`config.mk`:
```
export PLATFORM = sky130hd
export DESIGN_NAME = take_back_half_velocity_controller
export DESIGN_NICKNAME = d
export VERILOG_FILES = /design/src/rtl/tbhvc_pkg.sv /design/src/rtl/tbhvc_csr.sv /design/src/rtl/tbhvc_mul.sv /design/src/rtl/take_back_half_velocity_controller.sv
export SDC_FILE = /design/constraint.sdc
export NUM_CORES = 2
export LEC_CHECK = 0
export BUFFER_PORTS_ARGS = -buffer_cell sky130_fd_sc_hd__buf_2
export CAP_MARGIN = 20
export CORE_ASPECT_RATIO = 1.2
export CORE_MARGIN = 2
export CORE_UTILIZATION = 50
export CTS_CLUSTER_DIAMETER = 200
export CTS_CLUSTER_SIZE = 24
export DETAILED_ROUTE_END_ITERATION = 7
export GPL_ROUTABILITY_DRIVEN = 1
export PLACE_DENSITY = 0.71
export SYNTH_ARGS = -nofsm -noshare
export SYNTH_HDL_FRONTEND = slang
export SYNTH_SLANG_ARGS = --single-unit
export TNS_END_PERCENT = 5
```
`constraint.sdc`:
```
create_clock -name clock -period 6.8 [get_ports clock]
set_input_delay 0.68 -clock clock [delete_from_list [all_inputs] [get_ports clock]]
set_output_delay 0.68 -clock clock [all_outputs]
set_load 0.02 [all_outputs]
```
`src/rtl/tbhvc_pkg.sv`:
```
// tbhvc_pkg: shared types and constants for the take-back-half velocity controller
// fixed-point format, register map, sequencer states and shared multiplier ops
// no dependencies
package tbhvc_pkg;

   localparam int FRACTION_BITS = 24;
   localparam int DRIVE_W       = FRACTION_BITS + 1;
   localparam int TARGET_W      = 12;
   localparam int SAMPLE_W      = 13;
   localparam int ERR_W         = 14;
   localparam int GAIN_W        = 24;
   localparam int PCT_W         = 14;
   localparam int MUL_A_W       = 15;
   localparam int MUL_B_W       = DRIVE_W + 1;
   localparam int PROD_W        = MUL_A_W + MUL_B_W;
   localparam int SUM_W         = PROD_W + 1;
   localparam int SCALED_W      = PROD_W - FRACTION_BITS;

   localparam logic [DRIVE_W-1:0] DRIVE_ONE = DRIVE_W'(64'd1 << FRACTION_BITS);
   localparam longint GAIN_RESET_L = ((64'd1 << FRACTION_BITS) * 25 + 5000) / 10000;
   localparam logic [GAIN_W-1:0] GAIN_RESET = GAIN_W'(GAIN_RESET_L);

   localparam logic [MUL_A_W-1:0]  PCT_SCALE  = MUL_A_W'(10000);
   localparam logic [SCALED_W-1:0] PCT_OFFSET = SCALED_W'(50);
   localparam logic [SCALED_W-1:0] PCT_MAX    = SCALED_W'(10000);
   localparam logic [PROD_W-1:0]   PCT_HALF   = PROD_W'(64'd1 << (FRACTION_BITS - 1));

   localparam int CSR_ADDR_W = 4;
   localparam int CSR_DATA_W = 32;
   localparam logic [1:0] CSR_IDX_TARGET = 2'd0;
   localparam logic [1:0] CSR_IDX_APPROX = 2'd1;
   localparam logic [1:0] CSR_IDX_GAIN   = 2'd2;

   typedef struct packed {
      logic [TARGET_W-1:0] target;
      logic [DRIVE_W-1:0]  approx;
      logic [GAIN_W-1:0]   gain;
      logic                target_load;
      logic [TARGET_W-1:0] target_wdata;
   } cfg_type;

   typedef enum logic [1:0] {
      MUL_HOLD,
      MUL_GAIN,
      MUL_SCALE
   } mul_op_type;

   typedef enum logic [2:0] {
      ST_IDLE,
      ST_MUL_ERR,
      ST_ACCUM,
      ST_CROSS,
      ST_MUL_PCT,
      ST_SCALE
   } state_type;

endpackage

```
`src/rtl/tbhvc_csr.sv`:
```
// tbhvc_csr: apb register file for target, drive approximation and loop gain
// depends on tbhvc_pkg
module tbhvc_csr import tbhvc_pkg::*; (
   input  logic                  clock,
   input  logic                  reset,
   input  logic                  csr_psel,
   input  logic                  csr_penable,
   input  logic                  csr_pwrite,
   input  logic [CSR_ADDR_W-1:0] csr_paddr,
   input  logic [CSR_DATA_W-1:0] csr_pwdata,
   output logic [CSR_DATA_W-1:0] csr_prdata,
   output logic                  csr_pready,
   output cfg_type               cfg
);

   logic [TARGET_W-1:0] target_ff, target_in;
   logic [DRIVE_W-1:0]  approx_ff, approx_in;
   logic [GAIN_W-1:0]   gain_ff, gain_in;
   logic                wr_en;
   logic [1:0]          idx;

   assign csr_pready = 1'b1;
   assign wr_en      = csr_psel & csr_penable & csr_pwrite & csr_pready;
   assign idx        = csr_paddr[3:2];

   always_comb begin
      target_in = target_ff;
      approx_in = approx_ff;
      gain_in   = gain_ff;
      if (wr_en) begin
         case (idx)
            CSR_IDX_TARGET: target_in = csr_pwdata[TARGET_W-1:0];
            CSR_IDX_APPROX: approx_in = csr_pwdata[DRIVE_W-1:0];
            CSR_IDX_GAIN:   gain_in   = csr_pwdata[GAIN_W-1:0];
            default: ;
         endcase
      end
   end

   always_ff @(posedge clock) begin
      if (reset) begin
         target_ff <= '0;
         approx_ff <= '0;
         gain_ff   <= GAIN_RESET;
      end else begin
         target_ff <= target_in;
         approx_ff <= approx_in;
         gain_ff   <= gain_in;
      end
   end

   always_comb begin
      case (idx)
         CSR_IDX_TARGET: csr_prdata = CSR_DATA_W'(target_ff);
         CSR_IDX_APPROX: csr_prdata = CSR_DATA_W'(approx_ff);
         CSR_IDX_GAIN:   csr_prdata = CSR_DATA_W'(gain_ff);
         default:        csr_prdata = '0;
      endcase
   end

   assign cfg.target       = target_ff;
   assign cfg.approx       = approx_ff;
   assign cfg.gain         = gain_ff;
   assign cfg.target_load  = wr_en && (idx == CSR_IDX_TARGET);
   assign cfg.target_wdata = csr_pwdata[TARGET_W-1:0];

endmodule

```
`src/rtl/tbhvc_mul.sv`:
```
// tbhvc_mul: shared signed multiplier with registered product
// forms error times gain, then drive times percent scale
// depends on tbhvc_pkg
module tbhvc_mul import tbhvc_pkg::*; (
   input  logic                     clock,
   input  mul_op_type               op,
   input  logic signed [ERR_W-1:0]  err,
   input  logic [GAIN_W-1:0]        gain,
   input  logic [DRIVE_W-1:0]       drive,
   output logic signed [PROD_W-1:0] product
);

   logic signed [MUL_A_W-1:0] a;
   logic signed [MUL_B_W-1:0] b;
   logic signed [PROD_W-1:0]  product_ff, product_in;

   always_comb begin
      case (op)
         MUL_GAIN: begin
            a = MUL_A_W'(err);
            b = $signed(MUL_B_W'(gain));
         end
         MUL_SCALE: begin
            a = $signed(PCT_SCALE);
            b = $signed(MUL_B_W'(drive));
         end
         default: begin
            a = '0;
            b = '0;
         end
      endcase
      product_in = (op == MUL_HOLD) ? product_ff : PROD_W'(a * b);
   end

   always_ff @(posedge clock) begin
      product_ff <= product_in;
   end

   assign product = product_ff;

endmodule

```
`src/rtl/take_back_half_velocity_controller.sv`:
```
// take_back_half_velocity_controller: take-back-half flywheel speed regulator
// sequencer, controller state and output register around the shared multiplier
// depends on tbhvc_pkg, tbhvc_csr, tbhvc_mul
//
// usage:
//   req channel carries one measured velocity sample (13-bit signed rpm).
//   rsp channel returns one result per sample: motor percent in hundredths,
//   drive level in Q1.24 and a flag for a target crossing.
//   csr port is apb: target velocity at 0x0, drive approximation at 0x4,
//   loop gain at 0x8; writing the target re-arms the first-crossing load.
// timing:
//   a sample is taken in idle, then the block steps through error multiply,
//   accumulate and clamp, crossing update, percent multiply and scaling,
//   taking no new sample until it is back in idle; req_stall is high meanwhile.
//   the single multiplier is used twice per sample.
//   the result sits in an output register; the next sample can be taken
//   while it waits, but the block holds in the scaling step when the output
//   register is still full and rsp_stall is high.
// reset: synchronous, clears all controller state and the output valid;
//   loop gain resets to 0.0025 of full drive.
module take_back_half_velocity_controller import tbhvc_pkg::*; (
   input  logic                  clock,
   input  logic                  reset,
   input  logic                  req_valid,
   output logic                  req_stall,
   input  logic [SAMPLE_W-1:0]   req_measured_velocity,
   output logic                  rsp_valid,
   input  logic                  rsp_stall,
   output logic [PCT_W-1:0]      rsp_motor_percent,
   output logic [DRIVE_W-1:0]    rsp_drive_level,
   output logic                  rsp_crossed_target,
   input  logic                  csr_psel,
   input  logic                  csr_penable,
   input  logic                  csr_pwrite,
   input  logic [CSR_ADDR_W-1:0] csr_paddr,
   input  logic [CSR_DATA_W-1:0] csr_pwdata,
   output logic [CSR_DATA_W-1:0] csr_prdata,
   output logic                  csr_pready
);

   cfg_type                  cfg;
   mul_op_type               mul_op;
   logic signed [PROD_W-1:0] product;

   state_type state_ff, state_in;

   logic signed [ERR_W-1:0]    err_ff, err_in;
   logic signed [SAMPLE_W-1:0] sample_ff, sample_in;
   logic [DRIVE_W-1:0]         acc_ff, acc_in;
   logic                       crossed_ff, crossed_in;

   logic [DRIVE_W-1:0]         drive_ff, drive_in;
   logic [DRIVE_W-1:0]         saved_ff, saved_in;
   logic                       prev_neg_ff, prev_neg_in;
   logic                       first_ff, first_in;
   logic signed [SAMPLE_W-1:0] last_ff, last_in;

   logic                       rsp_valid_ff, rsp_valid_in;
   logic [PCT_W-1:0]           pct_ff, pct_in;
   logic [DRIVE_W-1:0]         out_drive_ff, out_drive_in;
   logic                       out_crossed_ff, out_crossed_in;

   logic                       req_xfer;
   logic                       out_free;
   logic signed [SUM_W-1:0]    sum;
   logic [DRIVE_W:0]           avg_sum;
   logic [PROD_W-1:0]          rounded;
   logic [SCALED_W-1:0]        pct_raw;
   logic                       crossed;

   tbhvc_csr u_csr (
      .clock       (clock),
      .reset       (reset),
      .csr_psel    (csr_psel),
      .csr_penable (csr_penable),
      .csr_pwrite  (csr_pwrite),
      .csr_paddr   (csr_paddr),
      .csr_pwdata  (csr_pwdata),
      .csr_prdata  (csr_prdata),
      .csr_pready  (csr_pready),
      .cfg         (cfg)
   );

   tbhvc_mul u_mul (
      .clock   (clock),
      .op      (mul_op),
      .err     (err_ff),
      .gain    (cfg.gain),
      .drive   (drive_ff),
      .product (product)
   );

   assign req_stall = (state_ff != ST_IDLE);
   assign req_xfer  = req_valid && !req_stall;
   assign out_free  = !rsp_valid_ff || !rsp_stall;
   assign crossed   = err_ff[ERR_W-1] != prev_neg_ff;
   assign sum       = $signed(SUM_W'(drive_ff)) + SUM_W'(product);
   assign avg_sum   = {1'b0, acc_ff} + {1'b0, saved_ff};
   assign rounded   = product + PCT_HALF;
   assign pct_raw   = rounded[PROD_W-1:FRACTION_BITS] + PCT_OFFSET;

   always_comb begin
      state_in       = state_ff;
      mul_op         = MUL_HOLD;
      err_in         = err_ff;
      sample_in      = sample_ff;
      acc_in         = acc_ff;
      crossed_in     = crossed_ff;
      drive_in       = drive_ff;
      saved_in       = saved_ff;
      prev_neg_in    = prev_neg_ff;
      first_in       = first_ff;
      last_in        = last_ff;
      rsp_valid_in   = rsp_valid_ff && rsp_stall;
      pct_in         = pct_ff;
      out_drive_in   = out_drive_ff;
      out_crossed_in = out_crossed_ff;

      case (state_ff)
         ST_IDLE: begin
            if (req_xfer) begin
               sample_in = $signed(req_measured_velocity);
               err_in    = $signed(ERR_W'(cfg.target))
                           - ERR_W'($signed(req_measured_velocity));
               state_in  = ST_MUL_ERR;
            end
         end
         ST_MUL_ERR: begin
            mul_op   = MUL_GAIN;
            state_in = ST_ACCUM;
         end
         ST_ACCUM: begin
            if (sum > $signed(SUM_W'(DRIVE_ONE))) begin
               acc_in = DRIVE_ONE;
            end else if (sum[SUM_W-1]) begin
               acc_in = '0;
            end else begin
               acc_in = sum[DRIVE_W-1:0];
            end
            state_in = ST_CROSS;
         end
         ST_CROSS: begin
            drive_in = acc_ff;
            if (crossed) begin
               if (first_ff) begin
                  drive_in = (cfg.approx > DRIVE_ONE) ? DRIVE_ONE : cfg.approx;
                  first_in = 1'b0;
               end else begin
                  drive_in = avg_sum[DRIVE_W:1];
               end
               saved_in = drive_in;
            end
            crossed_in  = crossed;
            prev_neg_in = err_ff[ERR_W-1];
            last_in     = sample_ff;
            state_in    = ST_MUL_PCT;
         end
         ST_MUL_PCT: begin
            mul_op   = MUL_SCALE;
            state_in = ST_SCALE;
         end
         ST_SCALE: begin
            if (out_free) begin
               rsp_valid_in   = 1'b1;
               pct_in         = (pct_raw > PCT_MAX) ? PCT_W'(PCT_MAX) : pct_raw[PCT_W-1:0];
               out_drive_in   = drive_ff;
               out_crossed_in = crossed_ff;
               state_in       = ST_IDLE;
            end
         end
         default: state_in = ST_IDLE;
      endcase

      if (cfg.target_load) begin
         first_in    = 1'b1;
         saved_in    = '0;
         prev_neg_in = $signed({2'b00, cfg.target_wdata}) < ERR_W'(last_ff);
      end
   end

   always_ff @(posedge clock) begin
      if (reset) begin
         state_ff     <= ST_IDLE;
         drive_ff     <= '0;
         saved_ff     <= '0;
         prev_neg_ff  <= 1'b0;
         first_ff     <= 1'b0;
         last_ff      <= '0;
         rsp_valid_ff <= 1'b0;
      end else begin
         state_ff     <= state_in;
         drive_ff     <= drive_in;
         saved_ff     <= saved_in;
         prev_neg_ff  <= prev_neg_in;
         first_ff     <= first_in;
         last_ff      <= last_in;
         rsp_valid_ff <= rsp_valid_in;
      end
   end

   always_ff @(posedge clock) begin
      err_ff         <= err_in;
      sample_ff      <= sample_in;
      acc_ff         <= acc_in;
      crossed_ff     <= crossed_in;
      pct_ff         <= pct_in;
      out_drive_ff   <= out_drive_in;
      out_crossed_ff <= out_crossed_in;
   end

   assign rsp_valid          = rsp_valid_ff;
   assign rsp_motor_percent  = pct_ff;
   assign rsp_drive_level    = out_drive_ff;
   assign rsp_crossed_target = out_crossed_ff;

endmodule

```
==> flow_results.org <==
** Run status
- Run status :: finished, violations left
- Failing checks :: setup timing

** Global route
- Remaining global-route overflow :: 0
- The number of antenna violations at the first check in global routing came to 1.
- GRT Total Usage :: 31.41%
- First-pass GRT wire length :: 136500 um
- Via count of the first global-routing pass :: 24170
- Entering global routing, the biggest net connects 51 pins.

** Synth
- For this run, the leading register cell type out of synthesis is edfxtp_1.
- Mean instance size in the synthesized netlist :: 8.781 sq um
- Count of synthesis-stage warnings from yosys :: 0
- Count of flip-flops with a built-in enable after synthesis :: 134
- Of the synthesized area, sequential elements account for 24.44%.
- Gate count after technology mapping :: 3088
- Counting flops and latches in the post-synthesis netlist gives 264.
- Yosys mapped the design onto 90 distinct sky130hd cell types.
- Netlist area before placement :: 0.02712 sq mm
- For this run, asynchronously set or reset flops after synthesis account for 0%.

** Timing
- Setup violations remaining at the end of the flow were counted as 13.
- Post-layout minimum cycle time :: 7.043 ns
- Setup repair after global routing could not meet its margin everywhere.
- Final setup skew :: 0.06283 ns
- Max_slew headroom :: 29.73%
- The final count of pins violating max slew is 0.
- For the final routed database, the setup TNS stands at -1.740 ns.
- In the finished design, the share of the clock period the worst path needs comes to 103.6%.
- Final count of hold timing violations :: 0
- Once routing completed, OpenROAD measured the worst setup slack at -0.2430 ns.
- Worst-Margin Slew :: 1.050 ns
- Timing would allow up to 142.0 MHz.

** Setup path
- The signal on the critical path passes through nor2b_4 > nor2b_4 > buf_12 > bufbuf_16 > a22oi_2 > nor2_1 > fa_1 > inv_1 > fa_1 > fa_1 > fa_1 > fa_1 > inv_1 > fa_2 > ha_4 > a211o_1 > a21oi_2 > o21ai_2 > o211ai_1 > a31oi_4 > buf_4 > a311oi_2 > o21bai_1 > xor2_1.
- Destination of the worst register-to-register timing path :: u_mul.product[33]
- Largest stage delay, worst path :: 0.58 ns
- Measured in cells, the most critical reg-to-reg path has a length of 24.
- Count of buffering cells on the critical path with inverters included :: 5
- Internal reg-to-reg setup slack :: -0.24 ns
- Crit start category :: flip-flop
- The critical path is of the flip-flop to flip-flop type.
- Required time worst endpoint :: 7.04 ns
- Maximum net fanout on the critical path :: 7
- Cell repeated most along the worst path :: fa_1
- For this design, the slowest cell found on the critical path is fa_1.
- Critical Path AT :: 7.28 ns
- The worst register-to-register path begins at state_ff[2].
- The worst setup path is captured at a flip-flop.
- On the critical path the largest part of the delay comes from adder cells.

** Route
- Via count :: 23690
- Final routed wire length divided by cell count :: 21.44 um
- The final layout contains routed wiring with a total length of 87840 um.
- Iteration-0 DRC count of the detailed router :: 2316
- Residual DRC :: 0
- Post-route ant nets :: 0
- Dividing the detail-routed via count by the number of cells gives 5.783.
- For this run, the detailed router's first-pass iteration total came to 6.

** Min path
- Along the worst hold path, the cell count comes to 1.
- The worst hold path terminates at sample_ff[5].
- Min-delay src :: req_measured_velocity[5]
- The tightest min-delay check is of the input port to flip-flop type.

** CTS
- Num Clock Sinks :: 264
- Clock tree from TritonCTS :: built
- TritonCTS created 14 clock buffers.
- CTS built an H-tree with a depth of 1.
- Insertion delay to the later sink of the worst-skew pair :: 0.55 ns
- Clock-pin slew was measured on the worst setup and hold paths at 0.12 ns.
- The clock passes through at most 3 buffers.
- Clock root buffer master :: clkbuf_16
- Total of hold buffers inserted after clock tree synthesis :: 0

** Floorplan
- The die is 259.1 um tall.
- The core region is 0.05364 sq mm.
- Full die area :: 0.05612 sq mm
- The die is 216.6 um wide.
- 131 I/O pins were placed.
- Initial core utilization :: 50.55%
- The floorplan has 93 rows.

** Job
- Max-capacitance violation count :: 0

** Power and ir drop
- Power spread over the standard cell area amounts to 140.4 mW/mm^2.
- The completed layout was analyzed and its total power is 0.004460 W.
- Pleak :: 14.35 nW
- Maximum vdd ir drop :: 0.1827 mV

** Place
- At the end of routability-driven placement, the weighted congestion stood at 0.9749.
- Detailed placement ended at an HPWL of 71230 um.
- Count of port buffers added during placement :: 113
- Post-Place Worst Slack :: -0.5566 ns
- The placed instances occupy a cell area of 0.03053 sq mm.

** Finish
- The area growth from synthesis to layout is 17.12%.
- At the end of the flow the core is filled with cells to 59.21%.
- The repair_antennas step left the layout with diodes totalling 0.
- The finished cells cover 0.03176 sq mm.
- The layout has 4690 filler cells.
- Layout net count :: 3938
- The post-route netlist has 16.87% of its cells at a drive strength greater than 1.
timing repair:
action | CTS | global route
setup buffers | 12 | 5
pin swaps | 21 | 42
cloned | 3 | 3
resized for setup | 46 | 66
endpoints found under the setup margin | 19 | 22
layout by cell type (no fill, tap or decap), drive strengths merged, types with 38 or more instances in the layout:
| cell type | count |
|---|---|
| a211oi | 41 |
| a21o | 47 |
| a21oi | 178 |
| a22o | 40 |
| a22oi | 38 |
| buf | 412 |
| dfxtp | 130 |
| edfxtp | 134 |
| fa | 301 |
| ha | 204 |
| inv | 390 |
| nand2 | 494 |
| nand3 | 57 |
| nor2 | 292 |
| nor3 | 47 |
| o21ai | 95 |
| xnor2 | 63 |
| xor2 | 39 |
worst max-delay path by stage:
stage | from | cells past startpoint | end
2_1_floorplan | state_ff[1] | 26 | u_mul.product[39]
3_3_place_gp | state_ff[2] | 25 | u_mul.product[40]
3_5_place_dp | state_ff[2] | 25 | u_mul.product[40]
4_1_cts | state_ff[0] | 26 | u_mul.product[40]
5_1_grt | state_ff[2] | 28 | u_mul.product[40]
6_report | state_ff[2] | 24 | u_mul.product[33]
sequential cells by signal, indices dropped and copies added, names as in the netlist, 13 cells and up:
signal,cells
u_mul.product,41
acc_ff,25
drive_ff,25
rsp_drive_level,25
saved_ff,25
u_csr.approx_ff,25
u_csr.gain_ff,24
err_ff,14
rsp_motor_percent,14
last_ff,13
sample_ff,13
power breakdown:
group	internal, W	switching, W
Clock	0.000398	0.000556
Combinational	0.000671	0.000966
Sequential	0.00178	0.0000903
Total	0.00285	0.00161
synthesized netlist by cell type, drive strengths merged, types with 22 or more instances:
cell type | instances | area share, %
xnor2 | 63 | 2.1
nand2 | 494 | 6.8
a22o | 40 | 1.3
nor2 | 292 | 4.0
clkbuf | 123 | 1.7
a21o | 47 | 1.3
o21ai | 95 | 1.8
buf | 34 | 0.72
a211oi | 41 | 1.2
nand3 | 57 | 1.1
a22oi | 38 | 1.1
and2 | 25 | 0.58
xor2 | 39 | 1.3
edfxtp | 134 | 15
dfxtp | 130 | 9.6
ha | 204 | 9.4
fa | 301 | 22
nor3 | 47 | 1.1
nand4 | 22 | 0.51
o21a | 22 | 0.61
inv | 390 | 5.4
a21oi | 178 | 3.3
routing by layer:
layer | track usage, % | vias up | routed length, um | share of wire, %
met5 | 0 | - | 9 | 0.010
met4 | 13.34 | 2 | 4500 | 5.1
met3 | 3.398 | 203 | 6375 | 7.3
met2 | 53.57 | 1024 | 41960 | 48
met1 | 40.69 | 11610 | 35000 | 40
li1 | - | 10850 | - | -
cells by family (layout without fill, tap and decap cells):
logic type      Yosys count  after routing  synth area share [%]
fa+ha+maj               506            506                 31.67
simple gates           1056           1056                 17.31
buf+inv                 548            830                 7.835
mux                      21             21                0.7844
other cells               2             17               0.02769
compound gates          589            589                 14.61
xor+xnor                102            102                 3.322
flops                   264            264                 24.44
through the flow:
step                cells  hold slack [ns]
finish               4097           0.3189
global route         4097           0.3225
CTS                  4089           0.3120
detailed placement   4050           0.4318
global placement     4050           0.4076
floorplan            3103           0.4003
area by class of cell:
cell class | instances | area [sq um] | share of cell area (%)
multi-input combinational | 2291 | 18910 | 59.56
tap | 712 | 890.9 | 2.805
inverter | 391 | 1468 | 4.621
clock buffer | 23 | 384.1 | 1.209
clock inverter | 1 | 16.27 | 0.05122
sequential | 264 | 6633 | 20.88
timing repair buffer | 415 | 3453 | 10.87
worst register-to-register path, stage by stage, from the launching register on:
cell	delay [ns]
dfxtp_4	0.37
nor2b_4	0.12
nor2b_4	0.13
buf_12	0.15
bufbuf_16	0.28
a22oi_2	0.29
nor2_1	0.11
fa_1	0.53
inv_1	0.08
fa_1	0.58
fa_1	0.48
fa_1	0.53
fa_1	0.55
inv_1	0.05
fa_2	0.58
ha_4	0.22
a211o_1	0.27
a21oi_2	0.17
o21ai_2	0.10
o211ai_1	0.33
a31oi_4	0.16
buf_4	0.17
a311oi_2	0.22
o21bai_1	0.11
xor2_1	0.15
(Power assumes the default switching activity.)
